## config.mk

```make
export PLATFORM = sky130hd
export DESIGN_NAME = two_class_order_queue_core
export DESIGN_NICKNAME = d
export VERILOG_FILES = /design/src/hdl/tcoq_pkg.sv /design/src/hdl/tcoq_ram.sv /design/src/hdl/tcoq_issue.sv /design/src/hdl/two_class_order_queue_core.sv
export VERILOG_INCLUDE_DIRS = /design/src /design/src/hdl
export SDC_FILE = /design/constraint.sdc
export NUM_CORES = 2
export LEC_CHECK = 0
export CAP_MARGIN = 5
export CORE_UTILIZATION = 30
export DETAILED_ROUTE_END_ITERATION = 8
export DONT_BUFFER_PORTS = 1
export GPL_TIMING_DRIVEN = 1
export PLACE_DENSITY = 0.4
export SYNTH_ARGS = -nofsm -noshare
export SYNTH_HDL_FRONTEND = slang
export SYNTH_SLANG_ARGS = --single-unit
export TNS_END_PERCENT = 5
```

## constraint.sdc

```tcl
create_clock -name clk -period 6.3 [get_ports clk]
set_clock_uncertainty 0.1 [all_clocks]
set_input_delay 1.89 -clock clk [delete_from_list [all_inputs] [get_ports clk]]
set_output_delay 1.89 -clock clk [all_outputs]
set_load 0.05 [all_outputs]
```

## src/hdl/two_class_order_queue_core_macros.svh

```systemverilog
// Assertion macros shared by the two-class order queue RTL.
// Depends on nothing; included by files that carry concurrent assertions.
`ifndef TWO_CLASS_ORDER_QUEUE_CORE_MACROS_SVH
`define TWO_CLASS_ORDER_QUEUE_CORE_MACROS_SVH

// Same-cycle implication, disabled while reset is asserted.
`define TCOQ_ASSERT_IMP(lbl, clk, rst_n, ante, cons, msg) \
	lbl: assert property (@(posedge clk) disable iff (!rst_n) (ante) |-> (cons)) \
		else $error(msg);

// Next-cycle implication, disabled while reset is asserted.
`define TCOQ_ASSERT_NXT(lbl, clk, rst_n, ante, cons, msg) \
	lbl: assert property (@(posedge clk) disable iff (!rst_n) (ante) |=> (cons)) \
		else $error(msg);

`endif

```

## src/hdl/tcoq_pkg.sv

```systemverilog
// Shared types and constants of the two-class order queue.
// Depends on nothing; used by the issue sequencer, the top level and the testbench.
package tcoq_pkg;

	localparam int ORDER_DEPTH = 64;
	localparam int ORDER_AW    = 6;
	localparam int ORDER_CW    = 7;

	typedef enum logic [2:0] {
		ACT_ADD       = 3'd0,
		ACT_POLL      = 3'd1,
		ACT_DRAIN_DOG = 3'd2,
		ACT_DRAIN_CAT = 3'd3,
		ACT_QUERY     = 3'd4
	} action_t;

	localparam logic KIND_DOG = 1'b0;
	localparam logic KIND_CAT = 1'b1;

	typedef enum logic {
		ST_IDLE = 1'b0,
		ST_RUN  = 1'b1
	} seq_state_t;

	// Start request from the command decoder to the issue sequencer.
	typedef struct packed {
		logic                load;
		logic [ORDER_CW-1:0] cnt;
		logic                cls_only;
		logic                cls;
	} run_req_t;

	// One issue slot per cycle while a poll or drain runs.
	typedef struct packed {
		logic valid;
		logic last;
		logic cls_only;
		logic cls;
	} issue_t;

endpackage

```

## src/hdl/tcoq_ram.sv

```systemverilog
// Generic single-write, single-read synchronous RAM with registered read data.
// Depends on nothing.
module tcoq_ram #(
	parameter int WIDTH = 32,
	parameter int DEPTH = 64
) (
	input  logic                     clk,
	input  logic                     we,
	input  logic [$clog2(DEPTH)-1:0] waddr,
	input  logic [WIDTH-1:0]         wdata,
	input  logic                     re,
	input  logic [$clog2(DEPTH)-1:0] raddr,
	output logic [WIDTH-1:0]         rdata
);

	logic [WIDTH-1:0] mem_q [DEPTH];

	always_ff @(posedge clk) begin
		if (we) begin
			mem_q[waddr] <= wdata;
		end
		if (re) begin
			rdata <= mem_q[raddr];
		end
	end

endmodule

```

## src/hdl/tcoq_issue.sv

```systemverilog
// Issue sequencer: hands out one pop slot per cycle for a poll or a drain.
// Depends on tcoq_pkg.
module tcoq_issue (
	input  logic              clk,
	input  logic              arst_n,
	input  tcoq_pkg::run_req_t req,
	output tcoq_pkg::issue_t  iss,
	output logic              running
);
	import tcoq_pkg::*;

	seq_state_t          state_q, state_d;
	logic [ORDER_CW-1:0] rem_q;
	logic                cls_only_q;
	logic                cls_q;
	logic                at_last;

	assign at_last = (rem_q == ORDER_CW'(1));

	always_comb begin
		state_d = state_q;
		unique case (state_q)
			ST_IDLE: begin
				if (req.load) begin
					state_d = ST_RUN;
				end
			end
			ST_RUN: begin
				if (at_last) begin
					state_d = ST_IDLE;
				end
			end
			default: state_d = ST_IDLE;
		endcase
	end

	always_comb begin
		iss.valid    = 1'b0;
		iss.last     = 1'b0;
		iss.cls_only = cls_only_q;
		iss.cls      = cls_q;
		running      = 1'b0;
		unique case (state_q)
			ST_IDLE: begin
				running = 1'b0;
			end
			ST_RUN: begin
				iss.valid = 1'b1;
				iss.last  = at_last;
				running   = 1'b1;
			end
			default: running = 1'b0;
		endcase
	end

	always_ff @(posedge clk or negedge arst_n) begin
		if (!arst_n) begin
			state_q    <= ST_IDLE;
			rem_q      <= '0;
			cls_only_q <= 1'b0;
			cls_q      <= 1'b0;
		end else begin
			state_q <= state_d;
			if (state_q == ST_IDLE && req.load) begin
				rem_q      <= req.cnt;
				cls_only_q <= req.cls_only;
				cls_q      <= req.cls;
			end else if (state_q == ST_RUN) begin
				rem_q <= rem_q - ORDER_CW'(1);
			end
		end
	end

endmodule

```

## src/hdl/two_class_order_queue_core.sv

```systemverilog
// Top level of the two-class order queue: command decode, pointers and pop pipeline.
// Depends on tcoq_pkg, tcoq_ram, tcoq_issue and the assertion macro header.
//
// Usage: an item is taken at a rising edge with start high and busy low. Results
// leave on strobe, one per cycle, and the receiver cannot stall them, so any
// consumer must be able to take a result in every cycle. An add that fits gives
// no result and leaves busy low, so adds may follow back to back. A query, or an
// add whose class is full, gives one status result in the cycle after it is
// taken, also without raising busy. A poll-all or a drain that has entries to
// emit raises busy until its last result has left, then admits the next item;
// the results follow one per cycle, and the lead comes from the chained
// synchronous memory reads, the arrival-order tag first and the class value after
// it; a drain reads no tag but passes through the same stage. A poll or a
// drain that finds nothing to emit, and an unused action code, give no result.
// There is no clearing pass after reset: the class stores and the tag store are
// only read where they were written before.
module two_class_order_queue_core #(
	parameter int CLASS_DEPTH = 32
) (
	input  logic        clk,
	input  logic        arst_n,
	input  logic        start,
	output logic        busy,
	input  logic [2:0]  action,
	input  logic        kind,
	input  logic signed [31:0] value,
	output logic        strobe,
	output logic        kind_res,
	output logic signed [31:0] value_res,
	output logic        is_status,
	output logic        all_empty,
	output logic        dogs_empty,
	output logic        cats_empty,
	output logic        overflow,
	output logic        last
);
	import tcoq_pkg::*;

`include "two_class_order_queue_core_macros.svh"

	// Index width of one class ring, count width, and the joint value memory
	// address, which is the class bit on top of the ring index.
	localparam int CW     = (CLASS_DEPTH > 1) ? $clog2(CLASS_DEPTH) : 1;
	localparam int CNT_W  = $clog2(CLASS_DEPTH + 1);
	localparam int VAW    = CW + 1;
	localparam int VDEPTH = 2 ** VAW;

	action_t act;
	logic    acc;

	// Class ring pointers and counts.
	logic [CW-1:0]    dog_head_q, cat_head_q;
	logic [CNT_W-1:0] dog_cnt_q, cat_cnt_q;

	// Arrival-order ring. After a drain the surviving entries are all of one
	// class, so instead of rewriting their tags the first uni_len_q slots of the
	// ring read as uni_kind_q until the next poll-all consumes them.
	logic [ORDER_AW-1:0] order_head_q;
	logic [ORDER_CW-1:0] order_cnt_q;
	logic [ORDER_CW-1:0] uni_len_q;
	logic                uni_kind_q;

	// Status result register.
	logic stat_q, stat_all_q, stat_dog_q, stat_cat_q, stat_ovf_q;

	// Pop pipeline: stage 1 holds the tag read, stage 2 the value read.
	logic v_s1, last_s1, cls_only_s1, cls_s1, uni_s1, ukind_s1;
	logic v_s2, last_s2, kind_s2;

	// Add decode.
	logic [CW-1:0]       sel_head;
	logic [CNT_W-1:0]    sel_cnt;
	logic                add_full;
	logic [VAW-1:0]      wsum;
	logic [VAW-1:0]      windex;
	logic [VAW-1:0]      vwaddr;
	logic [ORDER_AW-1:0] tag_waddr;
	logic                do_add;
	logic                stat_d;

	run_req_t req;
	issue_t   iss;
	logic     running;

	// Pop side.
	logic           tag_re;
	logic [0:0]     tag_rdata;
	logic           uni_s0;
	logic           kind1;
	logic [CW-1:0]  pop_head;
	logic [CW-1:0]  pop_head_nxt;
	logic [VAW-1:0] vraddr;
	logic [31:0]    vrdata;

	assign act = action_t'(action);
	assign acc = start && !busy;

	// The memories are never written while a poll or drain is in flight, so a
	// read never meets a write to the same entry; busy is the interlock.
	assign busy = running || v_s1 || v_s2;

	assign sel_head  = kind ? cat_head_q : dog_head_q;
	assign sel_cnt   = kind ? cat_cnt_q : dog_cnt_q;
	assign add_full  = (sel_cnt == CNT_W'(CLASS_DEPTH)) ||
		(order_cnt_q == ORDER_CW'(ORDER_DEPTH));
	// Head plus count stays below twice the depth, so one subtract wraps it.
	assign wsum      = VAW'(sel_head) + VAW'(sel_cnt);
	assign windex    = (wsum >= VAW'(CLASS_DEPTH)) ? (wsum - VAW'(CLASS_DEPTH)) : wsum;
	assign vwaddr    = {kind, windex[CW-1:0]};
	assign tag_waddr = order_head_q + order_cnt_q[ORDER_AW-1:0];
	assign do_add    = acc && (act == ACT_ADD) && !add_full;
	assign stat_d    = acc && ((act == ACT_QUERY) || ((act == ACT_ADD) && add_full));

	// Start a poll or a drain only when it has something to emit.
	always_comb begin
		req.load     = 1'b0;
		req.cnt      = order_cnt_q;
		req.cls_only = 1'b0;
		req.cls      = KIND_DOG;
		unique case (act)
			ACT_POLL: begin
				req.load = acc && (order_cnt_q != '0);
			end
			ACT_DRAIN_DOG: begin
				req.load     = acc && (dog_cnt_q != '0);
				req.cnt      = ORDER_CW'(dog_cnt_q);
				req.cls_only = 1'b1;
				req.cls      = KIND_DOG;
			end
			ACT_DRAIN_CAT: begin
				req.load     = acc && (cat_cnt_q != '0);
				req.cnt      = ORDER_CW'(cat_cnt_q);
				req.cls_only = 1'b1;
				req.cls      = KIND_CAT;
			end
			default: req.load = 1'b0;
		endcase
	end

	tcoq_issue u_issue (
		.clk     (clk),
		.arst_n  (arst_n),
		.req     (req),
		.iss     (iss),
		.running (running)
	);

	// Stage 0: a poll reads the tag at the order head; a drain needs no tag.
	assign tag_re = iss.valid && !iss.cls_only;
	assign uni_s0 = (ORDER_CW'(order_head_q) < uni_len_q);

	tcoq_ram #(
		.WIDTH (1),
		.DEPTH (ORDER_DEPTH)
	) u_tag_ram (
		.clk   (clk),
		.we    (do_add),
		.waddr (tag_waddr),
		.wdata (kind),
		.re    (tag_re),
		.raddr (order_head_q),
		.rdata (tag_rdata)
	);

	// Stage 1: resolve the class and pop its head from the value memory.
	assign kind1        = cls_only_s1 ? cls_s1 : (uni_s1 ? ukind_s1 : tag_rdata[0]);
	assign pop_head     = kind1 ? cat_head_q : dog_head_q;
	assign pop_head_nxt = (pop_head == CW'(CLASS_DEPTH - 1)) ? '0 : (pop_head + CW'(1));
	assign vraddr       = {kind1, pop_head};

	tcoq_ram #(
		.WIDTH (32),
		.DEPTH (VDEPTH)
	) u_value_ram (
		.clk   (clk),
		.we    (do_add),
		.waddr (vwaddr),
		.wdata (value),
		.re    (v_s1),
		.raddr (vraddr),
		.rdata (vrdata)
	);

	// Order ring bookkeeping.
	always_ff @(posedge clk or negedge arst_n) begin
		if (!arst_n) begin
			order_head_q <= '0;
			order_cnt_q  <= '0;
			uni_len_q    <= '0;
			uni_kind_q   <= KIND_DOG;
		end else if (acc) begin
			unique case (act)
				ACT_ADD: begin
					if (!add_full) begin
						order_cnt_q <= order_cnt_q + ORDER_CW'(1);
					end
				end
				ACT_POLL: begin
					order_cnt_q <= '0;
				end
				ACT_DRAIN_DOG: begin
					if (dog_cnt_q != '0) begin
						order_head_q <= '0;
						order_cnt_q  <= ORDER_CW'(cat_cnt_q);
						uni_len_q    <= ORDER_CW'(cat_cnt_q);
						uni_kind_q   <= KIND_CAT;
					end
				end
				ACT_DRAIN_CAT: begin
					if (cat_cnt_q != '0) begin
						order_head_q <= '0;
						order_cnt_q  <= ORDER_CW'(dog_cnt_q);
						uni_len_q    <= ORDER_CW'(dog_cnt_q);
						uni_kind_q   <= KIND_DOG;
					end
				end
				default: begin
					order_cnt_q <= order_cnt_q;
				end
			endcase
		end else if (tag_re) begin
			order_head_q <= order_head_q + ORDER_AW'(1);
			// The uniform region is used up once the poll has read its last tag.
			if (iss.last) begin
				uni_len_q <= '0;
			end
		end
	end

	// Class rings: an add appends, a stage 1 pop advances the head.
	always_ff @(posedge clk or negedge arst_n) begin
		if (!arst_n) begin
			dog_head_q <= '0;
			cat_head_q <= '0;
			dog_cnt_q  <= '0;
			cat_cnt_q  <= '0;
		end else if (do_add) begin
			if (kind == KIND_CAT) begin
				cat_cnt_q <= cat_cnt_q + CNT_W'(1);
			end else begin
				dog_cnt_q <= dog_cnt_q + CNT_W'(1);
			end
		end else if (v_s1) begin
			if (kind1 == KIND_CAT) begin
				cat_head_q <= pop_head_nxt;
				cat_cnt_q  <= cat_cnt_q - CNT_W'(1);
			end else begin
				dog_head_q <= pop_head_nxt;
				dog_cnt_q  <= dog_cnt_q - CNT_W'(1);
			end
		end
	end

	// Pipeline valid bits and status strobe.
	always_ff @(posedge clk or negedge arst_n) begin
		if (!arst_n) begin
			v_s1   <= 1'b0;
			v_s2   <= 1'b0;
			stat_q <= 1'b0;
		end else begin
			v_s1   <= iss.valid;
			v_s2   <= v_s1;
			stat_q <= stat_d;
		end
	end

	// Pipeline and status payload.
	always_ff @(posedge clk) begin
		last_s1     <= iss.last;
		cls_only_s1 <= iss.cls_only;
		cls_s1      <= iss.cls;
		uni_s1      <= uni_s0;
		ukind_s1    <= uni_kind_q;
		last_s2     <= last_s1;
		kind_s2     <= kind1;
		// Query and overflow leave the state as it is, so the flags are current.
		stat_all_q  <= (order_cnt_q == '0);
		stat_dog_q  <= (dog_cnt_q == '0);
		stat_cat_q  <= (cat_cnt_q == '0);
		stat_ovf_q  <= (act == ACT_ADD);
	end

	// Entry results and status results never share a cycle, since busy keeps
	// a status item out while the pop pipeline holds anything.
	assign strobe     = v_s2 || stat_q;
	assign kind_res   = v_s2 && kind_s2;
	assign value_res  = v_s2 ? signed'(vrdata) : '0;
	assign is_status  = !v_s2 && stat_q;
	assign all_empty  = !v_s2 && stat_q && stat_all_q;
	assign dogs_empty = !v_s2 && stat_q && stat_dog_q;
	assign cats_empty = !v_s2 && stat_q && stat_cat_q;
	assign overflow   = !v_s2 && stat_q && stat_ovf_q;
	assign last       = v_s2 ? last_s2 : stat_q;

	`TCOQ_ASSERT_IMP(a_one_result_source, clk, arst_n, v_s2, !stat_q, "entry and status results overlap")
	`TCOQ_ASSERT_IMP(a_order_matches_classes, clk, arst_n, !busy, order_cnt_q == (ORDER_CW'(dog_cnt_q) + ORDER_CW'(cat_cnt_q)), "order count differs from class counts")
	`TCOQ_ASSERT_NXT(a_last_ends_burst, clk, arst_n, v_s2 && last_s2, !v_s2, "pop result after the last one")
	`TCOQ_ASSERT_IMP(a_no_dog_underflow, clk, arst_n, v_s1 && (kind1 == KIND_DOG), dog_cnt_q != '0, "pop from empty dog ring")
	`TCOQ_ASSERT_IMP(a_no_cat_underflow, clk, arst_n, v_s1 && (kind1 == KIND_CAT), cat_cnt_q != '0, "pop from empty cat ring")

endmodule

```

[Yosys cells after proc, flatten, opt, wreduce, memory -nomap -nowiden]
Memory sizes are Yosys's and may differ from the RTL's. A register that Yosys moved wholly into a read port is not among the register bits.
Cells that the tools add are included.
Operators by class
  add/subtract/negate cells: 11
  magnitude comparators: 2
  equal/unequal tests: 17
  mux-type cells: 44
  bitwise gates (word level): 3
  reduce and logical (&&, ||, !) cells: 47
Operators with widths (number)
  2-to-1 mux 6 bit: 13
  2-to-1 mux 7 bit: 8
  2-to-1 mux 32 bit: 1
  case mux 7 bit (4 select lines): 1
  2-to-1 mux 5 bit: 4
  adder 6 x 1 -> 6 bit, second input constant: 3
  case mux 9 bit (2 select lines): 1
  logical AND 1 bit: 16
  case mux 7 bit (2 select lines): 1
  logical NOT 6 bit: 2
  inequality test 2 bit, second input constant: 6
  case mux 6 bit (2 select lines): 1
  AND reduction 3 bit: 4
  nonzero test 2 bit: 6
  nonzero test 6 bit: 2
  subtractor 6 x 1 -> 6 bit, second input constant: 2
  AND reduction 5 bit: 2
  2-to-1 mux 1 bit: 9
  AND reduction 4 bit: 2
  adder 7 x 1 -> 7 bit, second input constant: 1
  == test 7 x 1 -> 1 bit, second input constant: 1
  == test 7 bit, second input constant: 1
  logical NOT 7 bit: 1
  < comparator 6 x 7 -> 1 bit: 1
  other kinds (22): 35
Word-level totals
  bits in registers: 67
  RAM bits: 2112
  output and inout port bits: 41
  memories kept: 2
Memories
  u_value_ram.mem_q: words 64, bits a word 32, rd ports 1, clocked after Yosys merged registers in 1, write ports 1, line tcoq_ram.sv:16  | logic [WIDTH-1:0] mem_q [DEPTH];
  u_tag_ram.mem_q: words 64, bits a word 1, rd ports 1, clocked after Yosys merged registers in 1, write ports 1, line tcoq_ram.sv:16

[Logic depth before layout (Yosys ltp)]
  word-level depth: 10
  mapped depth: 17
  mapped depth without buffers: 14

[By module]
Synthesis repeated with hierarchy kept, for this count alone.
Unflattened totals
  cells, all modules: 4029
  area, all modules: 86439.2 um^2
By module, submodules not included
  tcoq_ram at u_value_ram: instances 1, cells an instance 3324, area each 78835.6 um^2
  two_class_order_queue_core: instances 1, cells an instance 439, area each 4070.2 um^2
  tcoq_ram at u_tag_ram: instances 1, cells an instance 204, area each 2924.1 um^2
  tcoq_issue: instances 1, cells an instance 62, area each 609.3 um^2

[Worst setup path before layout]
No wires, ideal clock.
  path type: in2reg
  start point: in kind
  end point: mem u_value_ram.mem_q[13][0], enable pin
  setup time: 0.421 ns
  arrival time: 5.665 ns
  required time: 5.779 ns
  setup slack: 0.114 ns
  stages on the path: 13
  path through: clkbuf_1 -> buf_1 -> mux2_2 -> ha_1 -> inv_1 -> fa_1 -> inv_1 -> a21o_1 -> a21oi_1 -> xnor2_1 -> or3_1 -> buf_1 -> nor2_1
On the way
  word-level cells in the longest chain between the ends: 7
Ends and longest elaborated chain
  from (decl): line two_class_order_queue_core.sv:25  | input logic kind,
  parallel branches: the longest is 7 deep, another holds adder 5 x 6 -> 6 bit
  to (decl): line tcoq_ram.sv:16
Several ways; the timed one is not identified.

[Final worst setup path]
  start point: reg v_s2
  end point: out dogs_empty
On the way
  word-level cells in the longest chain between the ends: 3
Ends and longest elaborated chain
  from (decl): line two_class_order_queue_core.sv:68  | logic v_s2, last_s2, kind_s2;
  from (signal assigned): line two_class_order_queue_core.sv:262  | v_s2 <= v_s1;
  logical NOT 1 bit
  logical AND 1 bit
  via is_status: line two_class_order_queue_core.sv:30  | output logic is_status,
  logical AND 1 bit: line two_class_order_queue_core.sv:290  | assign dogs_empty = !v_s2 && stat_q && stat_dog_q;
  to (decl): line two_class_order_queue_core.sv:32  | output logic dogs_empty,
The timed path passes the listed nets, and every way through them passes these cells.

==> results.md <==
Power:
- The power density relative to cell area is 523.8 nW/µm².
- The peak ir drop on the vdd network is 776.4 µV.
- For this design the total switching power over the nets is 25.61 mW.
- The overall power of the completed layout is 57.99 mW.
- The power share of the clock group is 0.259.
- The internal portion of the total power is 32.38 mW.
- The part of the total power dissipated in sequential elements is 0.294.
- The static leakage is 35.87 nW.
- Of the total power, the share spent switching nets is 0.4417.
- The relative contribution of combinational cells to total power is 0.447.

Routing:
- The routed length per placed instance is 32.32 µm.
- The detailed-route wire length is 375,800 µm.
- The number of vias in the routed layout is 65,489.
- The residual DRC count is 0.
- Using the TritonRoute via totals, the vias-per-cell ratio works out to 5.632.
- The iteration-0 DRC count of the detailed router is 8,246.
- The count of nets left with antenna violations after detail routing is 0.
- The number of iterations in the first detailed-routing pass is 8.

Clock tree:
- In this run the number of H-tree levels came out at 5.
- The TritonCTS buffer count is 269.
- The cts-stage hold buffer count is 0.
- For this design, the sink count on the clock tree is 2,211.
- The longest clock path from root to sink contains 4 buffers.
- The clock-pin slew on the worst setup and hold paths is 0.06 ns.
- In this run the post-CTS setup repair buffer count came out at 0.
- TritonCTS built the clock tree.
- The clock reaches the later pin of the worst-skew pair after 0.91 ns.
- Clock tree synthesis selected as its root buffer the cell sky130_fd_sc_hd__clkbuf_16.
- The number of gates resized after CTS is 0.

Run status:
- The flow ran to the end, and the final reports show no timing, DRC or antenna violations.

Worst setup path:
- The type of the setup path with the least slack is reg2out.
- The worst endpoint required time is 4.31 ns.
- In this run the register-to-register setup slack is 1.18 ns.
- The worst setup path is launched from a flip-flop.
- The beginning of the worst register-to-register path is cat_head_q[0].
- For the worst flop-to-flop path, the logic depth is 8.
- The worst setup path is captured at an output pin.
- The highest-delay cell along the critical path is sky130_fd_sc_hd__nor2b_1.
- STA puts the critical path data arrival time at 3.14 ns.
- The largest single stage delay on the critical path is 0.98 ns.
- The endpoint identified for the worst register-to-register timing path is u_value_ram.rdata[26].
- Along the worst path, the maximum fanout reaches 37.
- The critical path goes through buf_4, nor2b_1, and2_1.

Logic synthesis:
- The count of cell types in the netlist is 76.
- The cell area after synthesis is 95,900 µm².
- The share of flip-flops with an asynchronous set or reset is 0.02488.
- The most area-hungry cell type in the Yosys netlist is sky130_fd_sc_hd__edfxtp_1.
- Of the post-synthesis cell area, the dominant cell type holds 0.6717.
- The share of the Yosys chip area taken by registers is 0.6883.
- The count of warnings emitted by yosys is 0.
- A synthesized cell averages 13.23 µm².
- The synthesized instance count is 7,251.
- The synthesized net count is 7,323.
- The main flop type after synthesis is sky130_fd_sc_hd__edfxtp_1.
- By area the synthesized netlist is led by sky130_fd_sc_hd__edfxtp_1 67%, sky130_fd_sc_hd__nand2_1 5.8%, sky130_fd_sc_hd__a21oi_1 2.8%.
- The flop and latch count out of synthesis is 2,211.
- The number of enable-type register cells in the synthesized netlist is 2,145.

STA:
- The number of hold-slack violations in the final timing report was 0.
- The shortest period the worst path allows is 5.129 ns.
- The share of the clock period used by the worst path after layout is 0.8141.
- Static timing analysis puts the maximum clock frequency at 195.0 MHz.
- For the pin with the worst max-slew slack, the measured transition is 1.329 ns.
- The tightest hold margin is 0.2327 ns.
- The final-layout setup total negative slack is 0 ns.
- Once routing completed, OpenROAD measured the worst setup slack at 1.171 ns.
- The final-report max-slew violation count is 0.
- The number of setup violations in the final report is 0.
- Setup repair after global routing left no endpoint under its margin.
- The worst slew margin relative to its limit is 0.1026.

Floorplanning:
- The count of standard-cell rows is 207.
- After floorplanning, the core was sized to cover 318,100 µm².
- The initial utilization of the core area, before any placement, comes to 0.3015.
- The die covers 321,900 µm².
- The die width is 567.4 µm.
- The die is 567.4 µm tall.
- The number of ports placed on the die boundary is 80.

Min path:
- The class of the worst hold path is reg2reg.
- The worst hold path cell count is 0.
- The path with the worst hold slack has its endpoint at last_s2.
- The launch instance of the worst min-delay path is last_s1.

Placement:
- At the end of routability-driven placement, the weighted congestion stood at 0.8481.
- The placed instance count is 11,132.
- Timing analysis after detailed placement gives a worst setup slack of 0.7795 ns.
- The sum of net half-perimeters after detailed placement is 221,100 µm.
- The area of placed instances is 102,300 µm².
- The number of buffers added on ports is 0.

Cells and area:
- The count of filler cells inserted in the layout is 30,671.
- The total area of sequential cells is 66,020 µm².
- After routing the design area is 110,700 µm².
- The post-route non-filler standard cell count is 11,627.
- The core occupancy in the finished layout is 0.3481.
- Of the cells placed in the final design, the portion with a size suffix greater than 1 is 0.1169.
- The post-synthesis to final-layout area growth is 15.45%.
- The final net count is 7,297.
- The area of the multi-input gates is 28,290 µm².

GRT:
- The overall global routing resource usage is 0.2268.
- The number of global-route vias before repair is 62,273.
- The number of antenna violations at the first check in global routing came to 37.
- After global routing the overflow that remains totals 0.
- The largest net degree at the start of global routing is 158.
- The first-pass GRT wire length is 516,800 µm.

Job:
- The number of max-capacitance violations reported is 0.
state kept, by name, summed over array words and instances, names as in the netlist, 6 cells and up:
signal,cells
u_value_ram.rdata,32
dog_cnt_q,6
u_issue.rem_q,7
cat_cnt_q,6
u_value_ram.mem_q,2048
order_head_q,6
uni_len_q,6
u_tag_ram.mem_q,64
order_cnt_q,7
cells in the final DEF, fill, tap and decap left out, types with 24 or more instances in the layout:
master and instances:
sky130_fd_sc_hd__a31oi_1 51, sky130_fd_sc_hd__and2_1 44, sky130_fd_sc_hd__o2111ai_1 28, sky130_fd_sc_hd__o22ai_1 92
sky130_fd_sc_hd__a311oi_1 27, sky130_fd_sc_hd__clkbuf_1 66, sky130_fd_sc_hd__or3_1 35, sky130_fd_sc_hd__buf_12 65
sky130_fd_sc_hd__edfxtp_1 2145, sky130_fd_sc_hd__and3_1 61, sky130_fd_sc_hd__mux2_2 135, sky130_fd_sc_hd__a32oi_1 24
sky130_fd_sc_hd__a211oi_1 72, sky130_fd_sc_hd__nand2_1 1468, sky130_fd_sc_hd__a22oi_1 195, sky130_fd_sc_hd__o31ai_1 28
sky130_fd_sc_hd__o21ai_0 79, sky130_fd_sc_hd__or4_1 28, sky130_fd_sc_hd__mux2i_1 247, sky130_fd_sc_hd__a211o_1 25
sky130_fd_sc_hd__nor2_4 67, sky130_fd_sc_hd__dfrtp_1 53, sky130_fd_sc_hd__clkinv_1 70, sky130_fd_sc_hd__nand3_1 187
sky130_fd_sc_hd__a222oi_1 29, sky130_fd_sc_hd__inv_1 27, sky130_fd_sc_hd__nand4_1 56, sky130_fd_sc_hd__nor2_1 116
sky130_fd_sc_hd__a21oi_1 528, sky130_fd_sc_hd__a221o_1 186, sky130_fd_sc_hd__o211ai_1 122, sky130_fd_sc_hd__ha_1 29
sky130_fd_sc_hd__clkbuf_16 273, sky130_fd_sc_hd__buf_4 182, sky130_fd_sc_hd__o2bb2ai_1 25, sky130_fd_sc_hd__a221oi_1 204
sky130_fd_sc_hd__clkinv_2 27, sky130_fd_sc_hd__a21o_1 33, sky130_fd_sc_hd__a22o_1 26
cell families after synthesis:
kind of cell    after synthesis  synth area share
mux                         411           0.04749
buf+inv                     576           0.02422
compound gates             1840            0.1374
xor+xnor                     34          0.003105
flops                      2211            0.6883
fa+ha+maj                    33          0.004619
simple gates               2146           0.09484
worst max-delay path by stage:
| stage | start | endpoint | cells past startpoint |
|---|---|---|---|
| after global routing | cat_head_q[0] | u_value_ram.rdata[19] | 9 |
| final | v_s2 | dogs_empty | 3 |
| after floorplan | kind | u_value_ram.mem_q[13][0] | 13 |
| after global placement | kind | u_value_ram.mem_q[12][4] | 10 |
| after detailed placement | kind | u_value_ram.mem_q[12][0] | 10 |
| after CTS | v_s2 | dogs_empty | 3 |
cells in the mapped netlist, types with 29 or more instances:
| cell type | instances |
|---|---|
| sky130_fd_sc_hd__a211oi_1 | 72 |
| sky130_fd_sc_hd__a21o_1 | 33 |
| sky130_fd_sc_hd__a21oi_1 | 528 |
| sky130_fd_sc_hd__a221o_1 | 186 |
| sky130_fd_sc_hd__a221oi_1 | 204 |
| sky130_fd_sc_hd__a222oi_1 | 29 |
| sky130_fd_sc_hd__a22oi_1 | 195 |
| sky130_fd_sc_hd__a31oi_1 | 52 |
| sky130_fd_sc_hd__and2_1 | 43 |
| sky130_fd_sc_hd__and3_1 | 63 |
| sky130_fd_sc_hd__buf_1 | 69 |
| sky130_fd_sc_hd__buf_2 | 122 |
| sky130_fd_sc_hd__clkbuf_1 | 352 |
| sky130_fd_sc_hd__dfrtp_1 | 55 |
| sky130_fd_sc_hd__edfxtp_1 | 2145 |
| sky130_fd_sc_hd__ha_1 | 29 |
| sky130_fd_sc_hd__mux2_2 | 138 |
| sky130_fd_sc_hd__mux2i_1 | 251 |
| sky130_fd_sc_hd__nand2_1 | 1474 |
| sky130_fd_sc_hd__nand3_1 | 187 |
| sky130_fd_sc_hd__nand4_1 | 56 |
| sky130_fd_sc_hd__nor2_1 | 187 |
| sky130_fd_sc_hd__o211ai_1 | 122 |
| sky130_fd_sc_hd__o21ai_0 | 79 |
| sky130_fd_sc_hd__o22ai_1 | 93 |
| sky130_fd_sc_hd__or3_1 | 35 |
power groups by stage:
| stage | clock network, mW | registers (mW) | logic (mW) |
|---|---|---|---|
| finish | 15.0 | 17.0 | 25.9 |
| global route | 15.9 | 17.1 | 27.1 |
| CTS | 15.4 | 17.0 | 25.9 |
| detailed placement | 0 | 17.3 | 25.9 |
| global placement | 0 | 17.4 | 25.8 |
| floorplan | 0 | 17.0 | 14.0 |
metal layers:
layer	share of wire	GRT usage	routed length (µm)	up-vias
li1	-	-	-	28278
met2	0.45	0.3484	168700	2649
met4	0.033	0.07284	12360	2
met1	0.44	0.3262	166300	34132
met3	0.075	0.03559	28370	428
met5	0.000035	0	13	-
worst max-delay path: cells and delay by family, from the launching register on:
family	cells	cell delay (ns)
buffers and inverters	1	0.32
flip-flops	1	0.39
AND/OR/NAND/NOR	2	1.55
cell type report:
| cell class | count | area share |
|---|---|---|
| well taps | 4180 | 0.04724 |
| clock inverters | 133 | 0.01046 |
| clock buffers | 346 | 0.06481 |
| flip-flops and latches | 2211 | 0.5963 |
| inverters | 31 | 0.001254 |
| repair buffers | 248 | 0.02414 |
| multi-input cells | 4464 | 0.2555 |
| diodes | 14 | 0.0003164 |
(Power assumes the default switching activity.)
